==> src/sv/bmp24_pkg.sv <==
// bmp24_pkg: shared types and constants of the 24-bit bitmap byte parser
// no dependencies; imported by bmp24_hdr, bmp_24bit_byte_stream_parser_unit and its test bench
`timescale 1ns / 1ps

package bmp24_pkg;

    // result kinds, carried on m_tuser
    localparam logic [1:0] KIND_PIXEL  = 2'd0;
    localparam logic [1:0] KIND_HEADER = 2'd1;
    localparam logic [1:0] KIND_ERROR  = 2'd2;

    // error codes
    localparam logic [2:0] ERR_SIGNATURE   = 3'd0;
    localparam logic [2:0] ERR_HDR_SIZE    = 3'd1;
    localparam logic [2:0] ERR_PLANES      = 3'd2;
    localparam logic [2:0] ERR_DEPTH       = 3'd3;
    localparam logic [2:0] ERR_COMPRESSION = 3'd4;
    localparam logic [2:0] ERR_IMPORTANT   = 3'd5;
    localparam logic [2:0] ERR_TOO_LARGE   = 3'd6;

    // byte positions at which a header field is complete
    localparam logic [7:0] POS_SIG         = 8'd1;
    localparam logic [7:0] POS_HDR_SIZE    = 8'd17;
    localparam logic [7:0] POS_WIDTH       = 8'd21;
    localparam logic [7:0] POS_HEIGHT      = 8'd25;
    localparam logic [7:0] POS_PLANES      = 8'd27;
    localparam logic [7:0] POS_DEPTH       = 8'd29;
    localparam logic [7:0] POS_COMPRESSION = 8'd33;
    localparam logic [7:0] POS_IMPORTANT   = 8'd53;
    localparam logic [7:0] HDR_BASE        = 8'd13;
    localparam logic [7:0] COUNT_MAX       = 8'd255;

    localparam logic [7:0] SIG_B = 8'h42;
    localparam logic [7:0] SIG_M = 8'h4D;

    localparam logic [31:0] HLEN_40  = 32'd40;
    localparam logic [31:0] HLEN_52  = 32'd52;
    localparam logic [31:0] HLEN_56  = 32'd56;
    localparam logic [31:0] HLEN_108 = 32'd108;
    localparam logic [31:0] HLEN_124 = 32'd124;

    localparam logic [15:0] PLANES_ONE = 16'd1;
    localparam logic [15:0] BPP_24     = 16'd24;

    typedef enum logic [2:0] {
        PH_HDR  = 3'b001,
        PH_PIX  = 3'b010,
        PH_IDLE = 3'b100
    } phase_t;

    typedef struct packed {
        logic       err;
        logic [2:0] code;
        logic       done;
    } hdr_evt_t;

endpackage

==> src/sv/bmp24_hdr.sv <==
// bmp24_hdr: header field capture and checks, one byte per accepted item
// depends on bmp24_pkg
`timescale 1ns / 1ps

module bmp24_hdr
    import bmp24_pkg::*;
#(
    parameter int MAX_DIM = 4096,
    localparam int DIM_W = $clog2(MAX_DIM + 2)
) (
    input  logic             aclk,
    input  logic             aresetn,
    input  logic             restart,
    input  logic             step,
    input  logic [7:0]       data_byte,
    output hdr_evt_t         evt,
    output logic [DIM_W-1:0] img_width,
    output logic [DIM_W-1:0] img_height
);

    logic [7:0]       cnt_reg, cnt_next, cnt_base;
    logic [31:0]      word_reg, word_next, word_base, word_new;
    logic [6:0]       hlen_reg, hlen_next, hlen_base;
    logic [DIM_W-1:0] width_reg, width_next, width_base;
    logic [DIM_W-1:0] height_reg, height_next, height_base;

    function automatic logic [DIM_W-1:0] clamp_dim(input logic [31:0] v);
        return (v > 32'(MAX_DIM)) ? DIM_W'(MAX_DIM + 1) : DIM_W'(v);
    endfunction

    always_comb begin
        cnt_base    = restart ? '0 : cnt_reg;
        word_base   = restart ? '0 : word_reg;
        hlen_base   = restart ? '0 : hlen_reg;
        width_base  = restart ? '0 : width_reg;
        height_base = restart ? '0 : height_reg;
        word_new    = {data_byte, word_base[31:8]};

        cnt_next    = cnt_base;
        word_next   = word_base;
        hlen_next   = hlen_base;
        width_next  = width_base;
        height_next = height_base;
        evt         = '0;

        if (step) begin
            word_next = word_new;
            cnt_next  = (cnt_base < COUNT_MAX) ? cnt_base + 8'd1 : cnt_base;
            unique case (cnt_base)
                POS_SIG: begin
                    if (word_new[23:16] != SIG_B || word_new[31:24] != SIG_M) begin
                        evt.err  = 1'b1;
                        evt.code = ERR_SIGNATURE;
                    end
                end
                POS_HDR_SIZE: begin
                    if (word_new == HLEN_40 || word_new == HLEN_52 || word_new == HLEN_56
                        || word_new == HLEN_108 || word_new == HLEN_124) begin
                        hlen_next = word_new[6:0];
                    end else begin
                        evt.err  = 1'b1;
                        evt.code = ERR_HDR_SIZE;
                    end
                end
                POS_WIDTH: begin
                    width_next = clamp_dim(word_new);
                end
                POS_HEIGHT: begin
                    height_next = clamp_dim(word_new);
                end
                POS_PLANES: begin
                    if (word_new[31:16] != PLANES_ONE) begin
                        evt.err  = 1'b1;
                        evt.code = ERR_PLANES;
                    end
                end
                POS_DEPTH: begin
                    if (word_new[31:16] != BPP_24) begin
                        evt.err  = 1'b1;
                        evt.code = ERR_DEPTH;
                    end
                end
                POS_COMPRESSION: begin
                    if (word_new != '0) begin
                        evt.err  = 1'b1;
                        evt.code = ERR_COMPRESSION;
                    end
                end
                POS_IMPORTANT: begin
                    priority if (word_new != '0) begin
                        evt.err  = 1'b1;
                        evt.code = ERR_IMPORTANT;
                    end else if (width_base > DIM_W'(MAX_DIM)
                                 || height_base > DIM_W'(MAX_DIM)) begin
                        evt.err  = 1'b1;
                        evt.code = ERR_TOO_LARGE;
                    end else if (hlen_base == HLEN_40[6:0]) begin
                        evt.done = 1'b1;
                    end
                end
                default: begin
                    // extended header ends here
                    if (cnt_base > POS_IMPORTANT && cnt_base == HDR_BASE + 8'(hlen_base)) begin
                        evt.done = 1'b1;
                    end
                end
            endcase
        end
    end

    always_ff @(posedge aclk) begin
        if (!aresetn) begin
            cnt_reg    <= '0;
            word_reg   <= '0;
            hlen_reg   <= '0;
            width_reg  <= '0;
            height_reg <= '0;
        end else begin
            cnt_reg    <= cnt_next;
            word_reg   <= word_next;
            hlen_reg   <= hlen_next;
            width_reg  <= width_next;
            height_reg <= height_next;
        end
    end

    assign img_width  = width_base;
    assign img_height = height_base;

endmodule

==> src/sv/bmp_24bit_byte_stream_parser_unit.sv <==
// bmp_24bit_byte_stream_parser_unit: top level of the 24-bit bitmap byte parser
// depends on bmp24_pkg and bmp24_hdr
//
// The s_ channel takes one byte of a bitmap file per item on s_tdata; s_tuser
// high marks byte 0 of a new file and restarts the parse. The m_ channel gives
// results: m_tuser is the kind (pixel, header accepted, error), m_tdata holds
// the pixel components, its top-down row and column, the image size with a
// header result and the error code with an error result. m_tlast flags the
// final pixel of the image.
// Every byte goes through one stage of logic into the result register, so a
// result is offered in the cycle after the byte that completes it, and a
// byte can be accepted in every cycle: one byte per cycle sustained while
// the receiver takes results. Bytes that give no result (header fields,
// the first two components of a pixel, row padding) leave nothing behind.
// If the receiver stalls, the held result stays put and s_tready drops
// until it is taken.
// Reset acts like a file start: the next byte is taken as byte 0. After an
// error or the last pixel, bytes are dropped until the next file start.
`timescale 1ns / 1ps

module bmp_24bit_byte_stream_parser_unit
    import bmp24_pkg::*;
#(
    parameter int MAX_DIM = 4096,
    localparam int DIM_W   = $clog2(MAX_DIM + 2),
    localparam int IDX_W   = (MAX_DIM > 1) ? $clog2(MAX_DIM) : 1,
    localparam int PAY_W   = 24 + 2 * IDX_W + 2 * DIM_W + 3,
    localparam int TDATA_W = ((PAY_W + 7) / 8) * 8
) (
    input  logic               aclk,
    input  logic               aresetn,
    input  logic               s_tvalid,
    output logic               s_tready,
    input  logic [7:0]         s_tdata,   // data_byte
    input  logic               s_tuser,   // file_start
    output logic               m_tvalid,
    input  logic               m_tready,
    // red, green, blue, row_index, column_index, image_width, image_height,
    // error_code, zero fill
    output logic [TDATA_W-1:0] m_tdata,
    output logic [1:0]         m_tuser,   // kind
    output logic               m_tlast    // last_pixel
);

    logic             s_accept, restart, hdr_step;
    hdr_evt_t         evt;
    logic [DIM_W-1:0] img_width, img_height;

    phase_t           phase_reg, phase_next, phase_base;
    logic [IDX_W-1:0] row_reg, row_next, row_base;
    logic [IDX_W-1:0] col_reg, col_next, col_base;
    logic [1:0]       comp_reg, comp_next, comp_base;
    logic [1:0]       pad_reg, pad_next, pad_base;
    logic [7:0]       blue_reg, blue_next;
    logic [7:0]       green_reg, green_next;

    logic             res_valid, res_last, last_px;
    logic [1:0]       res_kind;
    logic [7:0]       res_red, res_green, res_blue;
    logic [IDX_W-1:0] res_row, res_col;
    logic [DIM_W-1:0] res_width, res_height;
    logic [2:0]       res_err;

    logic             m_valid_reg;
    logic [1:0]       m_kind_reg;
    logic             m_last_reg;
    logic [PAY_W-1:0] m_data_reg;

    assign s_tready = !m_valid_reg || m_tready;
    assign s_accept = s_tvalid && s_tready;
    assign restart  = s_accept && s_tuser;

    always_comb begin
        phase_base = restart ? PH_HDR : phase_reg;
        row_base   = restart ? '0 : row_reg;
        col_base   = restart ? '0 : col_reg;
        comp_base  = restart ? '0 : comp_reg;
        pad_base   = restart ? '0 : pad_reg;
        hdr_step   = s_accept && (phase_base == PH_HDR);
    end

    bmp24_hdr #(
        .MAX_DIM (MAX_DIM)
    ) u_hdr (
        .aclk       (aclk),
        .aresetn    (aresetn),
        .restart    (restart),
        .step       (hdr_step),
        .data_byte  (s_tdata),
        .evt        (evt),
        .img_width  (img_width),
        .img_height (img_height)
    );

    always_comb begin
        phase_next = phase_base;
        row_next   = row_base;
        col_next   = col_base;
        comp_next  = comp_base;
        pad_next   = pad_base;
        blue_next  = blue_reg;
        green_next = green_reg;

        res_valid  = 1'b0;
        res_kind   = KIND_PIXEL;
        res_last   = 1'b0;
        res_red    = '0;
        res_green  = '0;
        res_blue   = '0;
        res_row    = '0;
        res_col    = '0;
        res_width  = '0;
        res_height = '0;
        res_err    = '0;
        last_px    = 1'b0;

        if (hdr_step) begin
            if (evt.err) begin
                phase_next = PH_IDLE;
                res_valid  = 1'b1;
                res_kind   = KIND_ERROR;
                res_err    = evt.code;
            end else if (evt.done) begin
                row_next   = '0;
                col_next   = '0;
                comp_next  = '0;
                pad_next   = '0;
                phase_next = (img_width == '0 || img_height == '0) ? PH_IDLE : PH_PIX;
                res_valid  = 1'b1;
                res_kind   = KIND_HEADER;
                res_width  = img_width;
                res_height = img_height;
            end
        end else if (s_accept && phase_base == PH_PIX) begin
            priority if (pad_base != '0) begin
                pad_next = pad_base - 2'd1;
            end else if (comp_base == 2'd0) begin
                blue_next = s_tdata;
                comp_next = 2'd1;
            end else if (comp_base == 2'd1) begin
                green_next = s_tdata;
                comp_next  = 2'd2;
            end else begin
                comp_next = 2'd0;
                last_px   = (DIM_W'(row_base) + DIM_W'(1) >= img_height)
                            && (DIM_W'(col_base) + DIM_W'(1) >= img_width);
                res_valid = 1'b1;
                res_kind  = KIND_PIXEL;
                res_last  = last_px;
                res_red   = s_tdata;
                res_green = green_reg;
                res_blue  = blue_reg;
                res_row   = IDX_W'(img_height - DIM_W'(1) - DIM_W'(row_base));
                res_col   = col_base;
                if (DIM_W'(col_base) + DIM_W'(1) < img_width) begin
                    col_next = col_base + IDX_W'(1);
                end else begin
                    col_next = '0;
                    row_next = row_base + IDX_W'(1);
                    if (last_px) begin
                        phase_next = PH_IDLE;
                    end else begin
                        pad_next = img_width[1:0];
                    end
                end
            end
        end
    end

    always_ff @(posedge aclk) begin
        if (!aresetn) begin
            phase_reg <= PH_HDR;
            row_reg   <= '0;
            col_reg   <= '0;
            comp_reg  <= '0;
            pad_reg   <= '0;
            blue_reg  <= '0;
            green_reg <= '0;
        end else begin
            phase_reg <= phase_next;
            row_reg   <= row_next;
            col_reg   <= col_next;
            comp_reg  <= comp_next;
            pad_reg   <= pad_next;
            blue_reg  <= blue_next;
            green_reg <= green_next;
        end
    end

    // result register
    always_ff @(posedge aclk) begin
        if (!aresetn) begin
            m_valid_reg <= 1'b0;
        end else if (s_accept && res_valid) begin
            m_valid_reg <= 1'b1;
        end else if (m_tready) begin
            m_valid_reg <= 1'b0;
        end
    end

    always_ff @(posedge aclk) begin
        if (s_accept && res_valid) begin
            m_kind_reg <= res_kind;
            m_last_reg <= res_last;
            m_data_reg <= {res_err, res_height, res_width, res_col, res_row,
                           res_blue, res_green, res_red};
        end
    end

    assign m_tvalid = m_valid_reg;
    assign m_tuser  = m_kind_reg;
    assign m_tlast  = m_last_reg;
    assign m_tdata  = TDATA_W'(m_data_reg);

    a_last_is_pixel: assert property (@(posedge aclk) disable iff (!aresetn)
        m_tvalid && m_tlast |-> m_tuser == KIND_PIXEL)
        else $error("last flag on a non-pixel result");

    a_result_from_item: assert property (@(posedge aclk) disable iff (!aresetn)
        $rose(m_tvalid) |-> $past(s_tvalid && s_tready))
        else $error("result appeared without an accepted item");

    a_comp_range: assert property (@(posedge aclk) disable iff (!aresetn)
        comp_reg != 2'd3)
        else $error("component count out of range");

    a_col_in_image: assert property (@(posedge aclk) disable iff (!aresetn)
        phase_reg == PH_PIX && !restart |-> DIM_W'(col_reg) < img_width)
        else $error("column beyond image width");

endmodule

==> config.mk <==
export PLATFORM = sky130hd
export DESIGN_NAME = bmp_24bit_byte_stream_parser_unit
export DESIGN_NICKNAME = d
export VERILOG_FILES = /design/src/sv/bmp24_pkg.sv /design/src/sv/bmp24_hdr.sv /design/src/sv/bmp_24bit_byte_stream_parser_unit.sv
export SDC_FILE = /design/constraint.sdc
export NUM_CORES = 1
export LEC_CHECK = 0
export BUFFER_PORTS_ARGS = -buffer_cell sky130_fd_sc_hd__buf_2
export CAP_MARGIN = 20
export CORE_MARGIN = 8
export CORE_UTILIZATION = 45
export CTS_BUF_LIST = sky130_fd_sc_hd__clkbuf_8
export DETAILED_ROUTE_END_ITERATION = 10
export GPL_TIMING_DRIVEN = 0
export SLEW_MARGIN = 20
export SYNTH_ARGS = -nofsm -noshare
export SYNTH_HDL_FRONTEND = slang
export SYNTH_HIERARCHICAL = 1
export SYNTH_SLANG_ARGS = --single-unit
==> constraint.sdc <==
create_clock -name aclk -period 12 [get_ports aclk]
set_input_delay 2.4 -clock aclk [delete_from_list [all_inputs] [get_ports aclk]]
set_output_delay 2.4 -clock aclk [all_outputs]
set_load 0.05 [all_outputs]
==> results of run 1 <==
==> through the flow <==
step	utilization (%)	cell area [µm²]	TNS, ns
finish	51.2	11900	0
global route	51.2	11900	0
CTS	51.2	11900	0
detailed placement	49.3	11400	0
global placement	48.9	11300	-125.84
floorplan	-	10500	0
==> cells by family (layout without fill, tap and decap cells) <==
kind of cell	Yosys count	after routing	synth area share, %
buffers and inverters	114	242	4.80
XOR/XNOR	35	35	2.93
multiplexers	38	38	3.64
AO/OA/AOI/OAI	196	196	12.8
AND/OR/NAND/NOR	497	497	25.8
adder cells (fa/ha/maj)	45	45	5.45
flip-flops	193	193	44.5
other	1	3	0.0358
==> final timing paths <==
path,start,endpoint,slack (ns)
min,u_hdr/height_reg[11]$_SDFF_PN0_,u_hdr/height_reg[11]$_SDFF_PN0_,0.47
max,m_tready,m_data_reg[72]$_SDFFCE_PP0P_,3.72
max reg2reg,m_tvalid$_SDFFE_PN0P_,m_data_reg[72]$_SDFFCE_PP0P_,5.42
min reg2reg,u_hdr/height_reg[11]$_SDFF_PN0_,u_hdr/height_reg[11]$_SDFF_PN0_,0.47
==> Yosys cell counts, types with 8 or more instances <==
library cell,instances,area [µm²]
inv_1,48,180
nor4_1,20,125
edfxtp_1,80,2400
a21o_1,10,75.1
nor2_1,120,450
nand4_1,50,313
a21oi_1,57,285
nor3_1,10,50.1
nand3_1,44,220
nand2b_1,8,50.1
o21ai_0,21,105
and3_1,30,188
xnor2_1,20,175
clkbuf_1,31,116
dfxtp_1,113,2260
and2_1,39,244
nor2b_1,43,269
mux2i_1,37,370
a31oi_1,8,50.1
a21boi_1,19,143
nand2_1,78,293
ha_1,44,551
or3_1,8,50.1
xor2_1,15,131
buf_2,18,90.1
==> layout make-up <==
cell class	instances	share of cell area [%]
Clock inverter	15	1.61
Inverter	51	1.61
Clock buffer	17	1.97
Multi-Input combinational cell	814	44.9
Timing Repair Buffer	96	4.61
Tap cell	319	3.36
Buffer	63	2.62
Sequential cell	193	39.3
==> power groups by stage <==
stage               registers [mW]  clock network, mW  logic, mW
CTS                          0.686              0.462     0.0631
global route                 0.686              0.483     0.0688
floorplan                    0.699                  0     0.0402
finish                       0.686              0.451     0.0639
global placement             0.701                  0     0.0621
detailed placement           0.700                  0     0.0629
==> cell usage in the layout, fill, tap and decap left out, types with 6 or more instances in the layout <==
cell type,netlist,layout
a211oi_1,6,6
a21boi_1,19,19
a21o_1,10,10
a21oi_1,57,56
a31oi_1,8,8
and2_1,39,39
and3_1,30,30
buf_2,18,111
clkbuf_1,31,31
clkbuf_8,0,17
dfxtp_1,113,113
edfxtp_1,80,80
ha_1,44,44
inv_1,48,48
mux2i_1,37,37
nand2_1,78,78
nand2b_1,8,8
nand3_1,44,44
nand4_1,50,50
nor2_1,120,120
nor2b_1,43,43
nor3_1,10,10
nor4_1,20,20
o21a_1,7,7
o21ai_0,21,21
o21ai_1,7,7
or3_1,8,8
or4_1,6,6
xnor2_1,20,20
xor2_1,15,15
==> metal layers <==
metal | up-vias | track usage (%)
met5 | - | 0
met4 | 0 | 5.82
met3 | 34 | 3.10
met2 | 296 | 35.2
met1 | 4233 | 26.6
li1 | 4271 | -
==> critical path: cells and delay by family <==
family	cells	cell delay (ns)
adders and majority gates	1	0.26
buffers and inverters	9	2.46
AOI/OAI and AO/OA	6	2.34
and+or+nand+nor	4	0.97
==> qor.txt, run 1 <==
status = finished clean
Post-DRT Antenna Nets = 0
Setup WS post-layout = 3.72 ns
multi-input logic area = 5340 µm²
first-pass GRT wire length = 46.6 mm
highest routed metal layer = met4
worst skew pair latency = 0.48 ns
largest fanout on the critical path = 25
YS warnings = 6
Fin. Hold Viols = 0
worst setup path class = primary input to flip-flop
hold bufs inserted after CTS = 0
PostCTS Resize Cnt = 0
post-CTS setup buffers = 0
CTS tree = built
DRT iter0 DRCs = 678
Final HPWL DP = 22.2 mm
WP data required = 12.18 ns
Mean Syn Cell Area = 9.36 µm²
Power Dens Cells = 101 nW/µm²
WL met2 = 14.3 mm
root buffer cell = clkbuf_8
gr usage total = 20.6%
CP max stage delay = 0.72 ns
Final Setup Violations = 0
Fmax = 121 MHz
Register Area = 4660 µm²
met3 WL = 1.81 mm
GR Overflow Total = 0
Yosys reg bits = 193
final worst path period need = 8.28 ns
# placed instances = 1536
r2r worst-path depth = 19
Seq/Total Area, Yosys = 44.5%
# nets final = 1294
final cell count without fillers = 1568
cell count after synthesis = 1119
hold depth = 2
prevailing post-synth register cell = dfxtp_1
final slew viol count = 0
router iterations before antenna repair = 5
CTS Buf Count = 17
RSZ-0062 raised after global routing = false
core area = 23200 µm²
Flop pwr share = 57.1%
Period Utilization, post-route = 69.0%
Die Ht = 169 µm
Yosys cell types = 86
ys async rst share = 0%
GP Congestion = 0.948
leakage = 4.90 nW
critical-path cell list = buf_2 -> and2b_1 -> inv_2 -> nand3_1 -> inv_1 -> buf_1 -> buf_2 -> buf_2 -> nand2b_1 -> inv_1 -> ha_1 -> nor2b_1 -> o211ai_1 -> o221ai_1 -> a2111o_1 -> o41ai_2 -> o21ai_0 -> a21oi_4 -> buf_16 -> buf_16
I/O pins = 98
Comb power frac = 5.3%
Power Total = 1.20 mW
DRT met1 WL = 13.0 mm
CTS H-tree lvls = 4
CP most frequent cell = buf_2
IO Port Bufs = 93
vias per cell = 5.63
largest net degree at the start of global routing = 26
maximum vdd drop = 0.0000565 V
measured slew at the worst slew-check pin = 0.901 ns
Reg clk slew, reported paths = 0.10 ns
Remaining DRCs = 0
clk buf depth = 2
Filler Cell Count = 2217
CP max stage cell = a21oi_4
Cell Area, Synth = 10500 µm²
worst min-delay path category = flip-flop to flip-flop
Chip Width = 169 µm
Worst Hold Margin = 0.471 ns
Internal Power = 0.877 mW
Max Cap Violations = 0
vias post-DR = 8834
# rows = 56
die area = 28400 µm²
drt total wl = 29.5 mm
Max-slew headroom = 40.0%
startpoint types = primary input
Worst setup EP type = flip-flop
Largest register FFs = 77
Avg WL per Cell = 18.8 µm
CTS Sinks = 193
NetSw = 0.323 mW
crit path DAT = 8.46 ns
Clk pwr share = 37.6%
switch share = 26.9%
initial antenna violation count = 0
Area growth syn-to-layout = 13.4%
Post-synth EDFFs = 80
vias in the first global route = 8399
# diodes = 0
Clock Skew = 0.0204 ns
Starting Density = 45.2%
Setup WS pre-CTS = 2.98 ns
layout cell share with drive strength beyond 1 = 14.9%
(Power assumes the default switching activity.)
==> run 2: changes to the inputs <==
--- a/config.mk
+++ b/config.mk
@@ -12,6 +12,7 @@
 export CTS_BUF_LIST = sky130_fd_sc_hd__clkbuf_8
 export DETAILED_ROUTE_END_ITERATION = 10
 export GPL_TIMING_DRIVEN = 0
+export PLACE_DENSITY = 0.66
 export SLEW_MARGIN = 20
 export SYNTH_ARGS = -nofsm -noshare
 export SYNTH_HDL_FRONTEND = slang
==> constraint.sdc (replaced) <==
create_clock -name aclk -period 6.8 [get_ports aclk]
set_input_delay 1.36 -clock aclk [delete_from_list [all_inputs] [get_ports aclk]]
set_output_delay 1.36 -clock aclk [all_outputs]
set_load 0.05 [all_outputs]
==> run 2 against run 1 <==
Sequential power is 76% higher. Cell count is 0.19% higher. Non-clock buffer count is 3 higher. First-iteration DRC count is 6.9% lower. Count of clock-buffer cells in the layout is 1 higher. Critical endpoint is now col_reg[6]$_SDFF_PN0_. Sequential share of layout area hardly changed. Global-route usage is 0.60 points lower.
==> qor.txt, run 2 (synthesized netlist as in run 1, its figures left out) <==
GP Congestion = 0.916
status = finished clean
Power Total = 2.05 mW
CTS H-tree lvls = 4
Chip Width = 169 µm
DRT iter0 DRCs = 631
vias in the first global route = 8367
clk buf depth = 2
final worst path period need = 6.38 ns
Reg clk slew, reported paths = 0.10 ns
Remaining DRCs = 0
Max-slew headroom = 51.6%
WP data required = 7.17 ns
Max Cap Violations = 0
drt total wl = 28.8 mm
Area growth syn-to-layout = 13.3%
gr usage total = 20.0%
crit path buf inv count = 7
Final Setup Violations = 0
startpoint types = primary input
r2r worst-path depth = 21
post-layout instance area = 11900 µm²
# nets final = 1297
CP max stage cell = o41ai_2
largest fanout on the critical path = 10
leakage = 4.90 nW
final slew viol count = 0
Power Dens Cells = 173 nW/µm²
hold depth = 2
setup_tns = 0 ns
IO Port Bufs = 93
maximum vdd drop = 0.000110 V
GR Overflow Total = 0
cell family contributing the most delay on the critical path = simple AND/OR/NAND/NOR gates
Die Ht = 169 µm
# rows = 56
Starting Density = 45.2%
CTS Buf Count = 17
Filler Cell Count = 2186
layout cell share with drive strength beyond 1 = 15.3%
worst skew pair latency = 0.48 ns
leading cell type in the layout, fill and taps excluded = nor2_1
measured slew at the worst slew-check pin = 0.725 ns
Fmax = 157 MHz
die area = 28400 µm²
CP max stage delay = 0.61 ns
vias post-DR = 8838
most frequent cells in the layout = nor2_1 (120), dfxtp_1 (113), buf_2 (111)
first-pass GRT wire length = 45.3 mm
worst setup path class = primary input to flip-flop
CTS Sinks = 193
largest net degree at the start of global routing = 26
Post-DRT Antenna Nets = 0
router iterations before antenna repair = 6
Largest register FFs = 77
Period Utilization, post-route = 93.9%
I/O pins = 98
Fin. Hold Viols = 0
Avg WL per Cell = 18.3 µm
crit path DAT = 6.75 ns
initial antenna violation count = 0
Worst Hold Margin = 0.466 ns
Worst setup EP type = flip-flop
Final HPWL DP = 21.8 mm
worst min-delay path category = flip-flop to flip-flop
CTS tree = built
RSZ-0062 raised after global routing = false
Levels on crit path = 21
# diodes = 0
Clock Skew = 0.0260 ns
Placed Instance Area = 11500 µm²
core area = 23200 µm²
root buffer cell = clkbuf_8
CP most frequent cell = buf_2
vias per cell = 5.63
critical-path cell list = buf_2 -> and2b_1 -> inv_2 -> nand3_1 -> clkinvlp_4 -> buf_4 -> buf_2 -> buf_2 -> buf_2 -> nor2b_1 -> ha_1 -> or3_1 -> nand2_1 -> a2111o_1 -> o41ai_2 -> nor2b_1 -> o21ai_0 -> o41ai_1 -> nand3_1 -> a31oi_1 -> o22ai_1
[run 2: cell types whose count changed in the layout (fill, tap and decap cells not counted), sizes merged]
cell and change:
buf +3, clkbuf +1, clkinv -3, bufinv -1, clkinvlp +3
[run 2: power by group]
group          leakage [nW]  internal (mW)  total [mW]  switching [mW]
logic                  2.87         0.0326       0.115          0.0823
registers              1.83           1.20        1.21         0.00774
clock network         0.192          0.277       0.726           0.449
[run 2: path summary, 6_finish.rpt]
| check | slack [ns] | from | to |
|---|---|---|---|
| max | 0.42 | m_tready | col_reg[6]$_SDFF_PN0_ |
| min | 0.47 | u_hdr/height_reg[2]$_SDFF_PN0_ | u_hdr/height_reg[2]$_SDFF_PN0_ |
| max reg2reg | 1.08 | m_tvalid$_SDFFE_PN0P_ | col_reg[6]$_SDFF_PN0_ |
| min reg2reg | 0.47 | u_hdr/height_reg[2]$_SDFF_PN0_ | u_hdr/height_reg[2]$_SDFF_PN0_ |
[run 2: worst reg2reg max path, delay by kind of cell (launching register included)]
kind	cells	cell delay (ns)
buffers and inverters	11	3.01
AOI/OAI and AO/OA	4	1.05
and+or+nand+nor	5	1.00
DFF	1	0.32
adders and majority gates	1	0.26
[run 2: area by class of cell]
type | count | area (µm²) | share of cell area [%]
buffer | 62 | 309 | 2.60
clock buffer | 18 | 248 | 2.09
clock inverter | 14 | 125 | 1.05
inverter | 51 | 195 | 1.64
multi-input combinational | 814 | 5340 | 44.9
sequential | 193 | 4660 | 39.3
tap | 319 | 399 | 3.36
timing repair buffer | 100 | 598 | 5.04
[run 2: per-stage QoR]
stage | utilization, % | std cells | worst slack (ns)
after global placement | 49.0 | 1533 | -1.95
final | 51.2 | 1571 | 0.416
after floorplan | - | 1121 | 0.108
after detailed placement | 49.5 | 1537 | -0.853
after CTS | 51.1 | 1568 | 0.106
after global routing | 51.2 | 1571 | 0.0642
[run 2: what timing repair did]
| action | CTS | global route |
|---|---|---|
| hold endpoints to repair | 0 | 0 |
| resized for setup | 1 | 3 |
| pin swaps | 0 | 0 |
| setup endpoints to repair | 68 | 34 |
| setup buffers | 0 | 3 |
| hold buffers | 0 | 0 |
[run 2: routing by layer]
metal / vias to the layer above / track usage [%] / part of all wire (%) / routed length, µm
met5: - / 0 / 0 / 0
met2: 302 / 33.6 / 48 / 13800
met4: 0 / 7.61 / 2.9 / 830
met3: 58 / 3.61 / 6.7 / 1940
met1: 4190 / 25.2 / 43 / 12200
li1: 4288 / - / - / -
==> run 3: changes to the inputs <==
--- a/config.mk
+++ b/config.mk
@@ -12,9 +12,9 @@
 export CTS_BUF_LIST = sky130_fd_sc_hd__clkbuf_8
 export DETAILED_ROUTE_END_ITERATION = 10
 export GPL_TIMING_DRIVEN = 0
-export PLACE_DENSITY = 0.66
 export SLEW_MARGIN = 20
 export SYNTH_ARGS = -nofsm -noshare
 export SYNTH_HDL_FRONTEND = slang
 export SYNTH_HIERARCHICAL = 1
 export SYNTH_SLANG_ARGS = --single-unit
+export TNS_END_PERCENT = 10
==> constraint.sdc (replaced) <==
create_clock -name aclk -period 7.8 [get_ports aclk]
set_input_delay 1.56 -clock aclk [delete_from_list [all_inputs] [get_ports aclk]]
set_output_delay 1.56 -clock aclk [all_outputs]
set_load 0.05 [all_outputs]
==> run 3 against run 2 <==
Routed wire length up 2.5%. Clock power shrank 6.7%. Combinational power fell by 13%. Cell count decreased by 0.13%. Sequential share of layout area barely moved. Register-to-register slack better by 0.28 ns. Die area stayed put. Flip-flop and latch count is the same. Global-route usage up 0.57 points. Core utilization barely moved. Via count is 0.18% lower. Critical path depth stayed put. Critical path type unchanged. Critical endpoint is now m_data_reg[59]$_SDFFCE_PP0P_. Largest cell class unchanged.
==> qor.txt, run 3 (synthesized netlist as in run 1, its figures left out) <==
first-pass GRT wire length = 46.6 mm
Max Cap Violations = 0
I/O pins = 98
RSZ-0062 raised after global routing = false
leading cell type in the layout, fill and taps excluded = nor2_1
Fin. Hold Viols = 0
most frequent cells in the layout = nor2_1 (120), dfxtp_1 (113), buf_2 (111)
Remaining DRCs = 0
Clock Skew = 0.0175 ns
Worst setup EP type = flip-flop
R2R Setup Slk = 1.36 ns
vias per cell = 5.62
Internal Power = 1.35 mW
Reg clk slew, reported paths = 0.11 ns
Filler Cell Count = 2210
# placed instances = 1537
Worst Hold Margin = 0.466 ns
Largest register FFs = 77
DRT iter0 DRCs = 693
vias post-DR = 8822
die area = 28400 µm²
worst hold path endpoint = u_hdr/width_reg[4]$_SDFF_PN0_
worst min-delay path category = flip-flop to flip-flop
hold depth = 2
final cell count without fillers = 1569
WP data required = 8.12 ns
Power Total = 1.83 mW
clk buf depth = 2
Setup WS pre-CTS = -0.156 ns
maximum vdd drop = 0.0000944 V
Chip Width = 169 µm
final worst path period need = 7.29 ns
Avg WL per Cell = 18.8 µm
IO Port Bufs = 93
worst setup path class = primary input to flip-flop
final slew viol count = 0
status = finished clean
Fmax = 137 MHz
layout cell share with drive strength beyond 1 = 14.9%
Final Setup Violations = 0
core area = 23200 µm²
CTS tree = built
NetSw = 0.487 mW
Register Area = 4660 µm²
# diodes = 0
largest net degree at the start of global routing = 26
Die Ht = 169 µm
startpoint types = primary input
CTS H-tree lvls = 4
CTS Sinks = 193
router iterations before antenna repair = 7
Power Dens Cells = 154 nW/µm²
switch share = 26.6%
HP Start = u_hdr/width_reg[4]$_SDFF_PN0_
gr usage total = 20.6%
multi-input logic area = 5340 µm²
GP Congestion = 0.938
Area growth syn-to-layout = 13.4%
initial antenna violation count = 1
Post-DRT Antenna Nets = 0
worst r2r src = m_tvalid$_SDFFE_PN0P_
# nets final = 1295
Clk pwr share = 37.0%
drt total wl = 29.5 mm
leakage = 4.89 nW
Starting Density = 45.2%
Final HPWL DP = 22.3 mm
Setup WS post-layout = 0.513 ns
vias in the first global route = 8396
measured slew at the worst slew-check pin = 0.848 ns
CTS Buf Count = 17
GR Overflow Total = 0
r2r endpoint = m_data_reg[59]$_SDFFCE_PP0P_
Comb power frac = 5.4%
Flop pwr share = 57.6%
crit path DAT = 7.61 ns
r2r worst-path depth = 20
final core occ = 51.3%
worst skew pair latency = 0.48 ns
Max-slew headroom = 43.5%
root buffer cell = clkbuf_8
largest fanout on the critical path = 12
# rows = 56
Period Utilization, post-route = 93.4%
-- run 3: layout make-up --
type,instances,share of cell area (%)
Multi-Input combinational cell,814,44.9
Sequential cell,193,39.2
Timing Repair Buffer,97,4.84
Tap cell,319,3.36
Buffer,63,2.62
Clock buffer,17,1.97
Inverter,51,1.61
Clock inverter,15,1.46
-- run 3: worst max path at each step --
| stage | start | endpoint | slack, ns | cells after the start |
|---|---|---|---|---|
| floorplan | m_tready | m_data_reg[0]$_SDFFCE_PP0P_ | 0.1 | 17 |
| global placement | m_tready | m_data_reg[73]$_SDFFCE_PP0P_ | -2.39 | 18 |
| detailed placement | m_tready | m_data_reg[59]$_SDFFCE_PP0P_ | -0.16 | 21 |
| CTS | m_tready | m_data_reg[68]$_SDFFCE_PP0P_ | 0.33 | 21 |
| global route | m_tready | m_data_reg[68]$_SDFFCE_PP0P_ | 0.12 | 21 |
| finish | m_tready | m_data_reg[59]$_SDFFCE_PP0P_ | 0.51 | 21 |
-- run 3: through the flow --
| step | instance area [µm²] | setup TNS [ns] |
|---|---|---|
| floorplan | 10500 | 0 |
| global placement | 11400 | -196.51 |
| detailed placement | 11500 | -2.86 |
| CTS | 11900 | 0 |
| global route | 11900 | 0 |
| finish | 11900 | 0 |
-- run 3: critical path, cell delays in order --
cell and delay [ns]:
buf_2 0.07, and2b_1 0.28, inv_2 0.20, nand3_1 0.25, inv_1 0.28, buf_1 0.68
buf_2 0.37, buf_2 0.32, nand2b_1 0.24, inv_1 0.08, ha_1 0.21, nor4bb_1 0.16
a31oi_1 0.15, o221ai_1 0.19, a2111o_1 0.35, o41ai_2 0.63, nor2b_1 0.51, nand2_1 0.21
clkbuf_1 0.30, clkbuf_1 0.33, nor2_1 0.20
-- run 3: repair_timing --
action / 4_1_cts / 5_1_grt
buffers inserted: 0 / 0
resized for setup: 0 / 1
hold buffers: 0 / 0
endpoints found under the setup margin: 0 / 30
-- run 3: metal layers --
metal	vias up	track usage, %	part of all wire (%)	routed length, µm
li1	4280	-	-	-
met2	277	34.5	48	14200
met4	0	7.30	2.2	638
met5	-	0	0	0
met1	4217	26.7	44	13000
met3	48	2.82	5.3	1580
-- run 3: power groups by stage --
stage	sequential (mW)	clock (mW)	combinational [mW]
finish	1.05	0.677	0.0997
floorplan	1.08	0	0.0620
global placement	1.08	0	0.0965
CTS	1.05	0.692	0.0982
global route	1.06	0.731	0.106
detailed placement	1.08	0	0.0979
